`src/hdl/dq_pkg.sv`:
```
// shared types and constants for the byte deque
package dq_pkg;

    localparam int DEPTH_DEFAULT = 64;

    localparam int KIND_W   = 3;
    localparam int DATA_W   = 8;
    localparam int POS_W    = 6;
    localparam int STATUS_W = 2;
    localparam int OCC_W    = 7;

    localparam int S_TDATA_W = 16;
    localparam int M_TDATA_W = 16;

    typedef enum logic [KIND_W-1:0] {
        KIND_PUSH_FRONT = 3'd0,
        KIND_PUSH_BACK  = 3'd1,
        KIND_POP_FRONT  = 3'd2,
        KIND_POP_BACK   = 3'd3,
        KIND_READ       = 3'd4,
        KIND_COUNT      = 3'd5
    } kind_t;

    localparam logic [STATUS_W-1:0] STAT_OK    = 2'd0;
    localparam logic [STATUS_W-1:0] STAT_EMPTY = 2'd1;
    localparam logic [STATUS_W-1:0] STAT_FULL  = 2'd2;
    localparam logic [STATUS_W-1:0] STAT_BAD   = 2'd3;

    typedef enum logic {
        S_IDLE = 1'b0,
        S_LOAD = 1'b1
    } fsm_t;

endpackage

```
`src/hdl/dq_ram.sv`:
```
// single-port byte ring store with registered read data
module dq_ram #(
    parameter int DEPTH = dq_pkg::DEPTH_DEFAULT,
    parameter int AW    = $clog2(DEPTH)
) (
    input  logic                      aclk,
    input  logic                      en,
    input  logic                      we,
    input  logic [AW-1:0]             addr,
    input  logic [dq_pkg::DATA_W-1:0] wdata,
    output logic [dq_pkg::DATA_W-1:0] rdata
);

    logic [dq_pkg::DATA_W-1:0] mem [DEPTH];

    always_ff @(posedge aclk) begin
        if (en) begin
            if (we) begin
                mem[addr] <= wdata;
            end else begin
                rdata <= mem[addr];
            end
        end
    end

endmodule

```
`src/hdl/byte_deque_with_index_read.sv`:
```
// top level of the byte deque with indexed read
//
// Bounded double-ended queue of DEPTH bytes held in a single-port ring memory with a front
// pointer and a fill count. Each request beat on the s_ side (kind in s_tuser) pushes at the
// front or back, pops from the front or back, reads the byte at a position from the front,
// or only reports the count; every request gives exactly one result beat on the m_ side with
// the byte, a status (ok, empty or miss, full push dropped) and the count after the request.
// A request is handled in S_IDLE and S_LOAD: the accept cycle in S_IDLE does the memory access and
// pointer update, and S_LOAD moves the registered memory read data into the result register.
// s_tready is low in S_LOAD, which holds while a finished result cannot yet move into an
// occupied result register; one request may be accepted while an earlier result waits to be
// taken, and the next one only after S_LOAD is left. Kind codes 6 and 7 act as count only.
module byte_deque_with_index_read #(
    parameter int DEPTH = dq_pkg::DEPTH_DEFAULT
) (
    input  logic                         aclk,
    input  logic                         aresetn,
    input  logic                         s_tvalid,
    output logic                         s_tready,
    input  logic [dq_pkg::S_TDATA_W-1:0] s_tdata,   // data_in[7:0], position[13:8]
    input  logic [dq_pkg::KIND_W-1:0]    s_tuser,   // kind[2:0]
    output logic                         m_tvalid,
    input  logic                         m_tready,
    output logic [dq_pkg::M_TDATA_W-1:0] m_tdata,   // data_out[7:0], occupancy[14:8]
    output logic [dq_pkg::STATUS_W-1:0]  m_tuser    // status[1:0]
);

    localparam int AW = (DEPTH > 1) ? $clog2(DEPTH) : 1;
    localparam int CW = $clog2(DEPTH + 1);
    localparam int OW = (CW > dq_pkg::POS_W) ? CW : dq_pkg::POS_W;
    localparam int SW = OW + 1;

    localparam logic [AW-1:0] LAST_SLOT  = AW'(DEPTH - 1);
    localparam logic [CW-1:0] FULL_COUNT = CW'(DEPTH);
    localparam logic [SW-1:0] DEPTH_SUM  = SW'(DEPTH);

    dq_pkg::fsm_t state_reg, state_next;

    logic [AW-1:0] front_reg, front_next;
    logic [CW-1:0] count_reg, count_next;

    logic [dq_pkg::STATUS_W-1:0] res_status_reg, res_status_next;
    logic [dq_pkg::OCC_W-1:0]    res_occ_reg, res_occ_next;
    logic                        res_rd_reg, res_rd_next;

    logic                        m_valid_reg, m_valid_next;
    logic [dq_pkg::DATA_W-1:0]   m_data_reg, m_data_next;
    logic [dq_pkg::STATUS_W-1:0] m_status_reg, m_status_next;
    logic [dq_pkg::OCC_W-1:0]    m_occ_reg, m_occ_next;

    logic                        s_accept;
    logic                        out_free;
    logic                        load_out;
    dq_pkg::kind_t               kind;
    logic [dq_pkg::DATA_W-1:0]   data_in;
    logic [dq_pkg::POS_W-1:0]    position;

    logic [OW-1:0]               offset;
    logic [SW-1:0]               slot_sum;
    logic [AW-1:0]               slot;
    logic                        is_full;
    logic                        is_empty;
    logic                        mem_en;
    logic                        mem_we;
    logic [AW-1:0]               mem_addr;
    logic [dq_pkg::DATA_W-1:0]   mem_rdata;

    assign kind     = dq_pkg::kind_t'(s_tuser);
    assign data_in  = s_tdata[dq_pkg::DATA_W-1:0];
    assign position = s_tdata[dq_pkg::DATA_W +: dq_pkg::POS_W];

    assign out_free = !m_valid_reg || m_tready;
    assign s_accept = s_tvalid && s_tready;
    assign is_full  = (count_reg == FULL_COUNT);
    assign is_empty = (count_reg == '0);

    // next state
    always_comb begin
        state_next = state_reg;
        case (state_reg)
            dq_pkg::S_IDLE: begin
                if (s_tvalid) state_next = dq_pkg::S_LOAD;
            end
            dq_pkg::S_LOAD: begin
                if (out_free) state_next = dq_pkg::S_IDLE;
            end
            default: state_next = dq_pkg::S_IDLE;
        endcase
    end

    // state outputs
    always_comb begin
        s_tready = 1'b0;
        load_out = 1'b0;
        case (state_reg)
            dq_pkg::S_IDLE: s_tready = 1'b1;
            dq_pkg::S_LOAD: load_out = out_free;
            default: begin
                s_tready = 1'b0;
                load_out = 1'b0;
            end
        endcase
    end

    // slot of an offset from the front, wrapped once
    always_comb begin
        case (kind)
            dq_pkg::KIND_PUSH_BACK: offset = OW'(count_reg);
            dq_pkg::KIND_POP_BACK:  offset = OW'(count_reg - CW'(1));
            dq_pkg::KIND_READ:      offset = OW'(position);
            default:                offset = '0;
        endcase
        slot_sum = SW'(front_reg) + SW'(offset);
        if (slot_sum >= DEPTH_SUM) slot_sum = slot_sum - DEPTH_SUM;
        slot = slot_sum[AW-1:0];
    end

    // request decode
    always_comb begin
        front_next      = front_reg;
        count_next      = count_reg;
        res_status_next = res_status_reg;
        res_occ_next    = res_occ_reg;
        res_rd_next     = res_rd_reg;
        mem_en          = 1'b0;
        mem_we          = 1'b0;
        mem_addr        = slot;
        if (s_accept) begin
            res_status_next = dq_pkg::STAT_OK;
            res_rd_next     = 1'b0;
            case (kind)
                dq_pkg::KIND_PUSH_FRONT: begin
                    if (is_full) begin
                        res_status_next = dq_pkg::STAT_FULL;
                    end else begin
                        front_next = (front_reg == '0) ? LAST_SLOT : front_reg - AW'(1);
                        count_next = count_reg + CW'(1);
                        mem_en     = 1'b1;
                        mem_we     = 1'b1;
                        mem_addr   = front_next;
                    end
                end
                dq_pkg::KIND_PUSH_BACK: begin
                    if (is_full) begin
                        res_status_next = dq_pkg::STAT_FULL;
                    end else begin
                        count_next = count_reg + CW'(1);
                        mem_en     = 1'b1;
                        mem_we     = 1'b1;
                    end
                end
                dq_pkg::KIND_POP_FRONT: begin
                    if (is_empty) begin
                        res_status_next = dq_pkg::STAT_EMPTY;
                    end else begin
                        front_next  = (front_reg == LAST_SLOT) ? '0 : front_reg + AW'(1);
                        count_next  = count_reg - CW'(1);
                        mem_en      = 1'b1;
                        mem_addr    = front_reg;
                        res_rd_next = 1'b1;
                    end
                end
                dq_pkg::KIND_POP_BACK: begin
                    if (is_empty) begin
                        res_status_next = dq_pkg::STAT_EMPTY;
                    end else begin
                        count_next  = count_reg - CW'(1);
                        mem_en      = 1'b1;
                        res_rd_next = 1'b1;
                    end
                end
                dq_pkg::KIND_READ: begin
                    if (OW'(position) >= OW'(count_reg)) begin
                        res_status_next = dq_pkg::STAT_EMPTY;
                    end else begin
                        mem_en      = 1'b1;
                        res_rd_next = 1'b1;
                    end
                end
                default: begin
                    res_status_next = dq_pkg::STAT_OK;
                end
            endcase
            res_occ_next = dq_pkg::OCC_W'(count_next);
        end
    end

    // result register
    always_comb begin
        m_valid_next  = m_valid_reg;
        m_data_next   = m_data_reg;
        m_status_next = m_status_reg;
        m_occ_next    = m_occ_reg;
        if (m_valid_reg && m_tready) m_valid_next = 1'b0;
        if (load_out) begin
            m_valid_next  = 1'b1;
            m_data_next   = res_rd_reg ? mem_rdata : '0;
            m_status_next = res_status_reg;
            m_occ_next    = res_occ_reg;
        end
    end

    always_ff @(posedge aclk) begin
        if (!aresetn) begin
            state_reg   <= dq_pkg::S_IDLE;
            front_reg   <= '0;
            count_reg   <= '0;
            m_valid_reg <= 1'b0;
        end else begin
            state_reg   <= state_next;
            front_reg   <= front_next;
            count_reg   <= count_next;
            m_valid_reg <= m_valid_next;
        end
    end

    always_ff @(posedge aclk) begin
        res_status_reg <= res_status_next;
        res_occ_reg    <= res_occ_next;
        res_rd_reg     <= res_rd_next;
        m_data_reg     <= m_data_next;
        m_status_reg   <= m_status_next;
        m_occ_reg      <= m_occ_next;
    end

    dq_ram #(
        .DEPTH (DEPTH),
        .AW    (AW)
    ) u_ram (
        .aclk  (aclk),
        .en    (mem_en),
        .we    (mem_we),
        .addr  (mem_addr),
        .wdata (data_in),
        .rdata (mem_rdata)
    );

    assign m_tvalid = m_valid_reg;
    assign m_tdata  = {1'b0, m_occ_reg, m_data_reg};
    assign m_tuser  = m_status_reg;

endmodule

```
`config.mk`:
```
export PLATFORM = sky130hd
export DESIGN_NAME = byte_deque_with_index_read
export DESIGN_NICKNAME = d
export VERILOG_FILES = /design/src/hdl/dq_pkg.sv /design/src/hdl/dq_ram.sv /design/src/hdl/byte_deque_with_index_read.sv
export SDC_FILE = /design/constraint.sdc
export NUM_CORES = 1
export LEC_CHECK = 0
export ABC_AREA = 1
export BUFFER_PORTS_ARGS = -buffer_cell sky130_fd_sc_hd__buf_2
export CORE_MARGIN = 2
export CORE_UTILIZATION = 40
export DETAILED_ROUTE_END_ITERATION = 10
export PLACE_DENSITY = 0.54
export SKIP_LAST_GASP = 1
export SLEW_MARGIN = 0
export SYNTH_ARGS = -nofsm -noshare
export SYNTH_HDL_FRONTEND = slang
export SYNTH_HIERARCHICAL = 1
export SYNTH_SLANG_ARGS = --single-unit
```
`constraint.sdc`:
```
create_clock -name aclk -period 4 [get_ports aclk]
set_input_delay 0.2 -clock aclk [delete_from_list [all_inputs] [get_ports aclk]]
set_output_delay 0.2 -clock aclk [all_outputs]
set_load 0.05 [all_outputs]
```
==> implementation parameters, run 1 <==
Parameter                              Value

Global route
  Number of antenna violations at the first check in global routing    0
  Number of global-route vias before repair    17.2k
  GRT Overall Usage    20.3%
  Overall overflow remaining after global route    0
  Largest net degree at the start of global routing    88
  Wire length of the first global-routing pass    99300 um

Final layout
  Area of all sequential standard cells    16700 um2
  Area of all placed cells without fillers    28900 um2
  Synthesis-to-finish area growth    16.1%
  Diode count    0
  Final-layout fill cell count    5837
  Post-route insts no fill    3559
  Share of post-route cells with drive strength above 1    12.9%
  Layout net count    2717
  Area used by multi-input combinational logic    7410 um2
  Number of flip-flops in the largest register    512

Yosys
  Dominant combinational cell family by area after synthesis    simple AND/OR/NAND/NOR gates
  Unique cell type count in the Yosys netlist    50
  Fraction of registers with async set or reset after synthesis    0%
  Number of warning messages in the yosys log    6
  Share of synthesized cell area in full adder, half adder and majority cells    0.883%
  Simple logic cell fraction of the synthesized area    25.9%
  Gate count after technology mapping    2520
  Multiplexer share of the synthesized area    0.0401%
  Synthesized Nets    2560
  Most used flip-flop cell after synthesis    sky130_fd_sc_hd__edfxtp_1
  Number of flops mapped to enable cells by yosys    547
  Post-Synthesis Mean Instance Area    9.90 um2
  Compound-gate portion of the synthesized area    1.90%
  Total standard cell area after synthesis    24900 um2
  Flip-flop and latch count after synthesis    562
  Sequential area share after synthesis    67.1%
  Xor and xnor fraction of the mapped netlist area    0.421%

Clocking
  Clock tree from TritonCTS    built
  Max Buffers Root-to-Sink    3
  Clk_lat worst skew    0.62 ns
  Root buffer cell    sky130_fd_sc_hd__clkbuf_16
  Number of buffers added by the clock tree synthesis step    59
  Sink count of the clock tree    562
  CTS HTree Levels    2
  Clock slew seen by the registers of the worst setup and hold paths    0.06 ns

Routing
  Aggregate routed wire length    64700 um
  Number of iterations in the first detailed-routing pass    8
  Via total after detailed routing    17.4k
  DR iter-0 viols    1368
  Number of vias per cell after detailed routing    4.90
  Routed length per placed instance    18.2 um
  Number of nets still failing antenna checks after routing    0
  Number of remaining DRC errors    0

Place
  Detailed placement HPWL    41900 um
  Inst Count DP    3444
  Post-placement cell area    26900 um2
  Number of I/O port buffers    39
  Setup Slack @ Placement    -0.273 ns
  Routability congestion estimate    0.899

Floorplanning
  Die width    254 um
  Number of core rows    91
  Die outline height    254 um
  Core region area    61700 um2
  Starting density of the core    40.4%
  DIE AREA    64400 um2
  Num ports    43

Timing
  Final clock skew    0.0120 ns
  Slew margin rel.    33.6%
  Final period utilization    95.6%
  Worst Setup Slack, final    0.177 ns
  Slew at the pin closest to its max-slew limit    0.996 ns
  Final period demand of the worst path    3.82 ns
  Max Freq    262 MHz
  Hold Vio Cnt, Final    0
  Slew Limit Fails    0
  Number of failing setup endpoints in the final timing report    0

Hold path
  Worst hold endpoint    res_occ_reg[4]
  Class of the tightest hold or removal check    in2reg
  Hold depth    4
  Hold_sp    s_tuser[2]

Setup path
  R2R cell count    21
  Critical path arrival    4.16 ns
  Setup crit end kind    flip-flop
  Largest driver fanout on the critical path    27
  Setup CP Type    reg2reg
  Worst reg2reg path endpoint    u_ram/rdata[6]
  Element type at the critical path start    flip-flop
  Reg-to-reg startpoint    count_reg[1]
  Worst-case register-to-register setup slack    0.18 ns
  Req. time, crit path    4.33 ns

Power and ir drop
  Cell area power density    490 nW/um2
  P_leak    0.0122 uW
  Sum of internal, switching and leakage power    14200 uW
  Peak supply drop    0.312 mV

Run status
  Run status    finished clean

Run
  Number of maximum-capacitance violations    0
-- Yosys cell counts (6+ instances only) --
cell / instances / area share [%]
sky130_fd_sc_hd__edfxtp_1: 547 / 66
sky130_fd_sc_hd__o21ai_1: 9 / 0.18
sky130_fd_sc_hd__buf_4: 9 / 0.27
sky130_fd_sc_hd__dfxtp_1: 15 / 1.2
sky130_fd_sc_hd__buf_6: 17 / 0.77
sky130_fd_sc_hd__clkbuf_1: 24 / 0.36
sky130_fd_sc_hd__nor2_2: 8 / 0.20
sky130_fd_sc_hd__xor2_1: 8 / 0.28
sky130_fd_sc_hd__nand3_1: 31 / 0.62
sky130_fd_sc_hd__nor2_1: 113 / 1.7
sky130_fd_sc_hd__inv_1: 75 / 1.1
sky130_fd_sc_hd__nand2_1: 1462 / 22
sky130_fd_sc_hd__ha_1: 16 / 0.80
sky130_fd_sc_hd__o21ai_0: 24 / 0.48
sky130_fd_sc_hd__nor3_2: 9 / 0.36
sky130_fd_sc_hd__nand4_1: 6 / 0.15
sky130_fd_sc_hd__buf_2: 52 / 1.0
sky130_fd_sc_hd__a21oi_1: 17 / 0.34
sky130_fd_sc_hd__o211ai_1: 8 / 0.24
sky130_fd_sc_hd__inv_2: 7 / 0.11
-- cell usage in the layout (no fill, tap or decap), types with 3 or more instances in the layout --
cell type                       instances
sky130_fd_sc_hd__dlygate4sd3_1          3
sky130_fd_sc_hd__nor2_1               107
sky130_fd_sc_hd__edfxtp_1             547
sky130_fd_sc_hd__o21ai_0               22
sky130_fd_sc_hd__ha_1                  14
sky130_fd_sc_hd__nor2_4                 3
sky130_fd_sc_hd__clkinv_2              10
sky130_fd_sc_hd__inv_2                 10
sky130_fd_sc_hd__buf_12                 9
sky130_fd_sc_hd__a22oi_1                3
sky130_fd_sc_hd__inv_1                 69
sky130_fd_sc_hd__nand2_2                7
sky130_fd_sc_hd__o211ai_1               8
sky130_fd_sc_hd__nor2_2                13
sky130_fd_sc_hd__clkbuf_16             59
sky130_fd_sc_hd__nand3_1               31
sky130_fd_sc_hd__xor2_1                 6
sky130_fd_sc_hd__nor3_2                 7
sky130_fd_sc_hd__or2_1                  3
sky130_fd_sc_hd__o311ai_2               3
sky130_fd_sc_hd__nor3_4                 3
sky130_fd_sc_hd__o221ai_1               3
sky130_fd_sc_hd__clkinv_1              11
sky130_fd_sc_hd__bufinv_16              7
sky130_fd_sc_hd__o22ai_1                4
sky130_fd_sc_hd__buf_2                 40
sky130_fd_sc_hd__xnor2_1                3
sky130_fd_sc_hd__a21oi_1               16
sky130_fd_sc_hd__nand4_1                6
sky130_fd_sc_hd__or2_2                  4
sky130_fd_sc_hd__nand2_1             1459
sky130_fd_sc_hd__dfxtp_1               13
sky130_fd_sc_hd__nor3_1                 4
sky130_fd_sc_hd__nor4_1                 3
sky130_fd_sc_hd__buf_4                148
sky130_fd_sc_hd__clkbuf_1              18
sky130_fd_sc_hd__o21ai_1                9
-- worst max-delay path by stage --
stage                       startpoint  cells after the start  slack, ns               end
after floorplan           count_reg[0]                     21      -0.27  u_ram/mem[41][0]
after global placement    count_reg[0]                     24      -0.16  u_ram/mem[50][5]
after detailed placement  count_reg[0]                     18      -0.27  u_ram/mem[49][2]
after CTS                 count_reg[0]                     19      0.007  u_ram/mem[63][0]
after global routing      count_reg[1]                     28      -0.03  u_ram/mem[37][4]
final                     count_reg[1]                     21       0.18    u_ram/rdata[6]
-- what timing repair did --
action / CTS / global route
resized for setup: 1 / 34
setup endpoints to repair: 64 / 480
buffers inserted: 1 / 4
gates cloned: 0 / 1
hold endpoints to repair: 8 / 0
pin swaps: 1 / 13
hold buffers: 3 / 0
-- through the flow --
stage	setup TNS (ns)	util (%)	hold slack [ns]
floorplan	-4.31	-	0.299
global placement	-9.32	43.5	0.401
detailed placement	-16.42	43.5	0.406
CTS	0	46.7	0.0966
global route	-1.23	46.9	0.156
finish	0	46.9	0.137
-- worst max-delay path, stage by stage (launching register included) --
cell and delay, ns:
sky130_fd_sc_hd__dfxtp_2 0.32, sky130_fd_sc_hd__inv_2 0.08, sky130_fd_sc_hd__ha_4 0.15, sky130_fd_sc_hd__nand3_4 0.08, sky130_fd_sc_hd__buf_4 0.16, sky130_fd_sc_hd__nor2_4 0.09
sky130_fd_sc_hd__nand2_4 0.07, sky130_fd_sc_hd__nor2_1 0.25, sky130_fd_sc_hd__nor2_2 0.07, sky130_fd_sc_hd__nand2_1 0.16, sky130_fd_sc_hd__inv_1 0.08, sky130_fd_sc_hd__a22oi_1 0.27
sky130_fd_sc_hd__o21ai_4 0.17, sky130_fd_sc_hd__buf_12 0.20, sky130_fd_sc_hd__buf_4 0.23, sky130_fd_sc_hd__or2_2 0.32, sky130_fd_sc_hd__nand3_1 0.09, sky130_fd_sc_hd__nand2_1 0.06
sky130_fd_sc_hd__o21ai_1 0.27, sky130_fd_sc_hd__nand2_1 0.10, sky130_fd_sc_hd__nor2_1 0.14, sky130_fd_sc_hd__nand2_1 0.14
-- final cells by class --
| cell class | instances | area share [%] |
|---|---|---|
| Clock buffer | 79 | 5.43 |
| Timing Repair Buffer | 202 | 5.33 |
| Inverter | 86 | 1.17 |
| Tap cell | 837 | 3.62 |
| Clock inverter | 27 | 1.05 |
| Sequential cell | 562 | 57.8 |
| Multi-Input combinational cell | 1766 | 25.6 |
-- routing by layer --
layer	share of wire, %	routed length (um)	vias up	GRT usage, %
li1	-	-	8520	-
met1	45	28900	8317	27.9
met2	47	30300	478	33.5
met3	5.6	3620	108	2.44
met4	2.9	1850	0	6.81
met5	0	0	-	0
-- logic make-up after synthesis --
logic type | after synthesis
AO/OA/AOI/OAI | 79
XOR/XNOR | 12
adder cells (fa/ha/maj) | 17
buffers and inverters | 192
flip-flops | 562
multiplexers | 1
other | 1
AND/OR/NAND/NOR | 1656
-- report_power, final --
group / total (uW) / internal, uW / leakage [uW] / switching [uW]
sequential: 6550 / 6530 / 0.00506 / 27.9
clock: 5390 / 3180 / 0.000916 / 2200
combinational: 2240 / 636 / 0.00620 / 1610
total: 14200 / 10300 / 0.0122 / 3840
No activity file was read; power rests on OpenSTA's default activity.
==> run 2, diff against run 1 <==
CELL_PAD_IN_SITES_DETAIL_PLACEMENT = 0   (was unset)
CELL_PAD_IN_SITES_GLOBAL_PLACEMENT = 1   (was unset)
PLACE_DENSITY = 0.66   (was 0.54)
==> implementation parameters, run 2 (synthesized netlist as in run 1, its figures left out) <==
Parameter                              Value

Run status
  Run status    finished clean

Power and ir drop
  Cell area power density    494 nW/um2 (+0.88%)
  P_leak    0.0121 uW (-0.27%)
  Peak supply drop    0.319 mV (+2.3%)
  Sum of internal, switching and leakage power    14300 uW (+0.47%)

Place
  Detailed placement HPWL    42300 um (+0.96%)
  Number of I/O port buffers    39 (unchanged)
  Routability congestion estimate    0.906 (+0.83%)

Routing
  Number of iterations in the first detailed-routing pass    6 (-2)
  Routed length per placed instance    18.6 um (+2.2%)
  Number of remaining DRC errors    0 (unchanged)
  Number of vias per cell after detailed routing    4.85 (-0.89%)
  Number of nets still failing antenna checks after routing    0 (unchanged)
  Via total after detailed routing    17.3k (-0.97%)
  DR iter-0 viols    1254 (-8.3%)
  Aggregate routed wire length    66000 um (+2.1%)

Clocking
  Sink count of the clock tree    562 (unchanged)
  Number of buffers added by the clock tree synthesis step    60 (+1.7%)
  Clock slew seen by the registers of the worst setup and hold paths    0.06 ns (about the same)
  Clk_lat worst skew    0.62 ns (about the same)
  Clock tree from TritonCTS    built
  Root buffer cell    sky130_fd_sc_hd__clkbuf_16
  CTS HTree Levels    2 (unchanged)
  Max Buffers Root-to-Sink    3 (unchanged)

Floorplanning
  DIE AREA    64400 um2 (unchanged)
  Core region area    61700 um2 (unchanged)
  Num ports    43 (unchanged)
  Die width    254 um (unchanged)
  Die outline height    254 um (unchanged)
  Number of core rows    91 (unchanged)
  Starting density of the core    40.4% (unchanged)

Timing
  Final period utilization    94.3% (-1.2 points)
  Number of failing setup endpoints in the final timing report    0 (unchanged)
  Max Freq    265 MHz (+1.3%)
  Slew at the pin closest to its max-slew limit    1.18 ns (+0.182 ns)
  Final clock skew    0.0145 ns (+0.00250 ns)
  Slew Limit Fails    0 (unchanged)
  Total negative slack    0 ns (unchanged)
  Slew margin rel.    21.5% (-12 points)
  Final period demand of the worst path    3.77 ns (-0.0493 ns)
  Hold Vio Cnt, Final    0 (unchanged)

Global route
  Global-route met1 utilization    28.6% (+0.65 points)
  Most Used Layer, Global Route    met2
  Number of antenna violations at the first check in global routing    0 (unchanged)
  Number of global-route vias before repair    17.0k (-1.1%)
  Met2 Usage GRT    35.2% (+1.7 points)
  Overall overflow remaining after global route    0 (unchanged)
  GR Util met3    2.64% (+0.20 points)
  Largest net degree at the start of global routing    82 (-6.8%)
  GRT Overall Usage    20.8% (+0.47 points)
  Wire length of the first global-routing pass    101000 um (+1.5%)

Setup path
  CP Depth    24 (+14%)
  Setup crit end kind    flip-flop
  Worst-case register-to-register setup slack    0.23 ns (+0.05 ns)
  Maximum single-stage delay on the critical path    0.31 ns (about the same)
  R2R cell count    24 (+14%)
  Element type at the critical path start    flip-flop
  Dominant cell type by count on the critical path    sky130_fd_sc_hd__nand2_1
  Reg-to-reg startpoint    count_reg[0]
  Worst Setup EP    u_ram/rdata[5]
  Largest driver fanout on the critical path    29 (+7.4%)
  Slowest stage cell on the critical path    sky130_fd_sc_hd__dfxtp_1
  Category of cells accounting for the largest share of critical-path delay    simple AND/OR/NAND/NOR gates
  Critical path cell sequence    inv_1 -> ha_2 -> nand3_4 -> buf_4 -> nor2_4 -> nand2_4 -> nor2_1 -> nor2_2 -> nand2_1 -> inv_1 -> a22oi_1 -> o21ai_4 -> buf_4 -> buf_4 -> nand2_1 -> nand2_1 -> nand2_1 -> nand2_1 -> nand2_1 -> nand2_1 -> nand2_1 -> nand2_1 -> nor2_1 -> nand2_1
  Setup CP Type    reg2reg
  Critical path arrival    4.13 ns (-0.03 ns)
  Worst reg2reg path endpoint    u_ram/rdata[5]
  Buffers & Inverters on Critical Path    5 (unchanged)
  Worst setup startpoint    count_reg[0]
  Req. time, crit path    4.36 ns (+0.03 ns)

Final layout
  Highest-count cells in the layout ignoring fill and taps    1461 x sky130_fd_sc_hd__nand2_1, 547 x sky130_fd_sc_hd__edfxtp_1, 142 x sky130_fd_sc_hd__buf_4
  Leading cell type in the layout, fill and taps excluded    sky130_fd_sc_hd__nand2_1
  Final-layout fill cell count    5832 (-0.086%)
  Number of flip-flops in the largest register    512 (unchanged)
  Layout net count    2707 (-0.37%)
  Synthesis-to-finish area growth    15.6%
  Share of post-route cells with drive strength above 1    12.1% (-0.83 points)

Hold path
  Class of the tightest hold or removal check    in2reg

Run
  Number of maximum-capacitance violations    0 (unchanged)
run 2: layer usage:
| layer | part of all wire (%) | vias to the layer above |
|---|---|---|
| li1 | - | 8508 |
| met1 | 46 | 8327 |
| met2 | 48 | 333 |
| met3 | 4.0 | 86 |
| met4 | 1.7 | 0 |
| met5 | 0 | - |
run 2: layout make-up:
| class | instances | area (um2) | share of cell area, % |
|---|---|---|---|
| multi-input combinational | 1766 | 7350 | 25.5 |
| timing repair buffer | 191 | 1420 | 4.93 |
| antenna | 1 | 2.50 | 0.00868 |
| tap | 837 | 1050 | 3.63 |
| inverter | 86 | 333 | 1.15 |
| clock buffer | 80 | 1610 | 5.58 |
| clock inverter | 33 | 343 | 1.19 |
| sequential | 562 | 16700 | 58.0 |
run 2: how the worst min path moves through the flow:
stage	start	slack (ns)	end	depth (start not counted)
finish	s_tdata[6]	0.12	u_ram/mem[55][6]	1
global route	s_tdata[6]	0.13	u_ram/mem[53][6]	1
CTS	s_tuser[2]	0.08	res_occ_reg[5]	4
detailed placement	res_occ_reg[6]	0.41	m_occ_reg[6]	0
global placement	res_occ_reg[4]	0.41	m_occ_reg[4]	0
floorplan	s_tdata[0]	0.30	u_ram/mem[0][0]	0
run 2: per-stage QoR:
stage,std cells,instance area [um2],worst slack [ns],hold slack [ns],utilization (%)
floorplan,2520,24900,-0.270,0.299,-
global placement,3436,26800,-0.0952,0.409,43.4
detailed placement,3436,26800,-0.116,0.408,43.4
CTS,3552,28800,0.0206,0.0781,46.6
global route,3555,28800,-0.000403,0.131,46.7
finish,3556,28800,0.226,0.116,46.7
run 2: repair_timing:
| action | CTS | global route |
|---|---|---|
| gates cloned | 0 | 0 |
| pin swaps | 0 | 1 |
| endpoints found under the setup margin | 126 | 520 |
| endpoints found under the hold margin | 8 | 0 |
| hold buffers | 3 | 0 |
| resized for setup | 3 | 17 |
| buffers inserted | 0 | 3 |
run 2: power by group:
group	internal [uW]	switching, uW	leakage, uW
clock	3260	2240	0.000942
combinational	594	1600	0.00614
sequential	6530	32.9	0.00506
==> run 3, diff against run 2 <==
==> constraint.sdc (replaced) <==
create_clock -name aclk -period 4 [get_ports aclk]
set_input_delay 0.4 -clock aclk [delete_from_list [all_inputs] [get_ports aclk]]
set_output_delay 0.4 -clock aclk [all_outputs]
set_load 0.05 [all_outputs]
==> implementation parameters, run 3 (synthesized netlist as in run 1, its figures left out) <==
Parameter                              Value

Run status
  Run status    finished clean

Clocking
  Clock slew seen by the registers of the worst setup and hold paths    0.06 ns (about the same)
  Post-cts hold buffer count    0 (-3)
  Max Buffers Root-to-Sink    3 (unchanged)
  Clock tree from TritonCTS    built
  Number of buffers added by the clock tree synthesis step    61 (+1.7%)
  Root buffer cell    sky130_fd_sc_hd__clkbuf_16
  CTS HTree Levels    2 (unchanged)
  Sink count of the clock tree    562 (unchanged)
  Clk_lat worst skew    0.63 ns (about the same)

Routing
  Aggregate routed wire length    64000 um (-3.0%)
  Number of iterations in the first detailed-routing pass    7 (+1)
  Number of nets still failing antenna checks after routing    0 (unchanged)
  Routed length per placed instance    18.0 um (-3.0%)
  Number of remaining DRC errors    0 (unchanged)
  Number of vias per cell after detailed routing    4.80 (-1.1%)
  DR iter-0 viols    1243 (-0.88%)
  Via total after detailed routing    17.1k (-1.2%)

Timing
  Post-Route Hold Slack    0.0636 ns (-0.0524 ns)
  Total negative slack    0 ns (unchanged)
  Slew at the pin closest to its max-slew limit    1.19 ns (+0.00715 ns)
  Final period demand of the worst path    3.80 ns (+0.0265 ns)
  Final period utilization    95.0% (+0.66 points)
  Slew margin rel.    21.0% (-0.48 points)
  Slew Limit Fails    0 (unchanged)
  Max Freq    263 MHz (-0.70%)
  Number of failing setup endpoints in the final timing report    0 (unchanged)
  Final clock skew    0.0168 ns (+0.00233 ns)
  Hold Vio Cnt, Final    0 (unchanged)

Floorplanning
  DIE AREA    64400 um2 (unchanged)
  Die outline height    254 um (unchanged)
  Core region area    61700 um2 (unchanged)
  Num ports    43 (unchanged)
  Die width    254 um (unchanged)
  Starting density of the core    40.4% (unchanged)
  Number of core rows    91 (unchanged)

Global route
  Number of antenna violations at the first check in global routing    0 (unchanged)
  Overall overflow remaining after global route    0 (unchanged)
  Wire length of the first global-routing pass    96800 um (-4.1%)
  GRT Overall Usage    20.0% (-0.81 points)
  Largest net degree at the start of global routing    74 (-9.8%)
  Number of global-route vias before repair    16.6k (-2.2%)

Setup path
  Reg-to-reg startpoint    count_reg[0]
  Maximum single-stage delay on the critical path    0.47 ns (+0.16 ns)
  Slowest stage cell on the critical path    sky130_fd_sc_hd__o21ai_4
  Critical path cell sequence    inv_2 -> ha_4 -> nand3_4 -> buf_4 -> nor3_2 -> nand2_2 -> nor2_2 -> nand2_1 -> nand3_2 -> inv_1 -> o21ai_4 -> inv_2 -> buf_4 -> nand2_1 -> nand2_1 -> nand2_1 -> nand2_1 -> nor2_1 -> nand2_1
  Largest driver fanout on the critical path    46 (+59%)
  Setup CP Type    reg2reg
  Buffers & Inverters on Critical Path    5 (unchanged)
  Element type at the critical path start    flip-flop
  Setup crit end kind    flip-flop
  Dominant cell type by count on the critical path    sky130_fd_sc_hd__nand2_1
  Worst setup startpoint    count_reg[0]
  Req. time, crit path    4.35 ns (about the same)
  R2R cell count    19 (-21%)
  Critical path arrival    4.15 ns (+0.02 ns)
  Worst-case register-to-register setup slack    0.20 ns (-0.03 ns)
  Worst reg2reg path endpoint    u_ram/rdata[2]
  Category of cells accounting for the largest share of critical-path delay    simple AND/OR/NAND/NOR gates
  CP Depth    19 (-21%)
  Worst Setup EP    u_ram/rdata[2]

Power and ir drop
  P_leak    0.0122 uW (+0.44%)
  Peak supply drop    0.401 mV (+26%)
  Sum of internal, switching and leakage power    14300 uW (+0.30%)
  Cell area power density    492 nW/um2 (-0.52%)

Final layout
  Final Core Density    47.1% (+0.39 points)
  Highest-count cells in the layout ignoring fill and taps    1458 x sky130_fd_sc_hd__nand2_1, 547 x sky130_fd_sc_hd__edfxtp_1, 135 x sky130_fd_sc_hd__buf_4
  Number of flip-flops in the largest register    512 (unchanged)
  Synthesis-to-finish area growth    16.5%
  Final-layout fill cell count    5857 (+0.43%)
  Share of post-route cells with drive strength above 1    13.0% (+0.92 points)
  Layout net count    2712 (+0.18%)
  Leading cell type in the layout, fill and taps excluded    sky130_fd_sc_hd__nand2_1
  Diode count    0 (-1)

Place
  Routability congestion estimate    0.851 (-6.1%)
  Number of I/O port buffers    39 (unchanged)
  Detailed placement HPWL    40200 um (-5.0%)

Hold path
  Hold depth    4 (+3)
  Class of the tightest hold or removal check    in2reg

Run
  Number of maximum-capacitance violations    0 (unchanged)
[run 3: worst min path at each step]
stage,start,end
2_1_floorplan,res_occ_reg[0],m_occ_reg[0]
3_3_place_gp,res_occ_reg[0],m_occ_reg[0]
3_5_place_dp,res_occ_reg[0],m_occ_reg[0]
4_1_cts,m_tready,m_tvalid
5_1_grt,m_tready,m_tvalid
6_report,m_tready,m_tvalid
[run 3: what timing repair did]
item / CTS / global route
setup buffers: 0 / 7
pin swaps: 0 / 12
resized for setup: 2 / 45
gates cloned: 0 / 1
endpoints found under the setup margin: 263 / 520
[run 3: layout make-up]
type | instances | area, um2 | area share (%)
clock buffers | 84 | 1680 | 5.76
multi-input cells | 1766 | 7450 | 25.6
flip-flops and latches | 562 | 16700 | 57.5
inverters | 86 | 339 | 1.17
repair buffers | 195 | 1580 | 5.44
well taps | 837 | 1050 | 3.60
clock inverters | 25 | 251 | 0.865
[run 3: per-layer routing]
metal / GRT usage (%) / wire length, um / up-vias
met5: 0 / 0 / -
met4: 6.67 / 1800 / 0
met3: 2.61 / 3060 / 103
met2: 34.0 / 30900 / 376
met1: 26.4 / 28300 / 8075
li1: - / - / 8501
[run 3: per-stage QoR]
stage	instance area, um2	std cells	worst slack (ns)
final	29100	3555	0.200
after CTS	28800	3548	0.0160
after floorplan	24900	2520	-0.270
after global placement	26900	3439	-0.134
after detailed placement	26900	3439	-0.0623
after global routing	29100	3555	-0.0312
[run 3: power breakdown]
| part | leakage (uW) | total, uW | switching, uW | internal [uW] |
|---|---|---|---|---|
| logic | 0.00620 | 2280 | 1620 | 655 |
| clock network | 0.000935 | 5470 | 2240 | 3220 |
| registers | 0.00506 | 6550 | 26.6 | 6530 |
[run 3: worst reg2reg max path: stages, from the launching register on]
cell and delay, ns:
sky130_fd_sc_hd__dfxtp_2 0.32, sky130_fd_sc_hd__inv_2 0.07, sky130_fd_sc_hd__ha_4 0.15, sky130_fd_sc_hd__nand3_4 0.10, sky130_fd_sc_hd__buf_4 0.16, sky130_fd_sc_hd__nor3_2 0.12
sky130_fd_sc_hd__nand2_2 0.12, sky130_fd_sc_hd__nor2_2 0.13, sky130_fd_sc_hd__nand2_1 0.10, sky130_fd_sc_hd__nand3_2 0.23, sky130_fd_sc_hd__inv_1 0.19, sky130_fd_sc_hd__o21ai_4 0.47
sky130_fd_sc_hd__inv_2 0.13, sky130_fd_sc_hd__buf_4 0.35, sky130_fd_sc_hd__nand2_1 0.21, sky130_fd_sc_hd__nand2_1 0.14, sky130_fd_sc_hd__nand2_1 0.13, sky130_fd_sc_hd__nand2_1 0.06
sky130_fd_sc_hd__nor2_1 0.22, sky130_fd_sc_hd__nand2_1 0.13
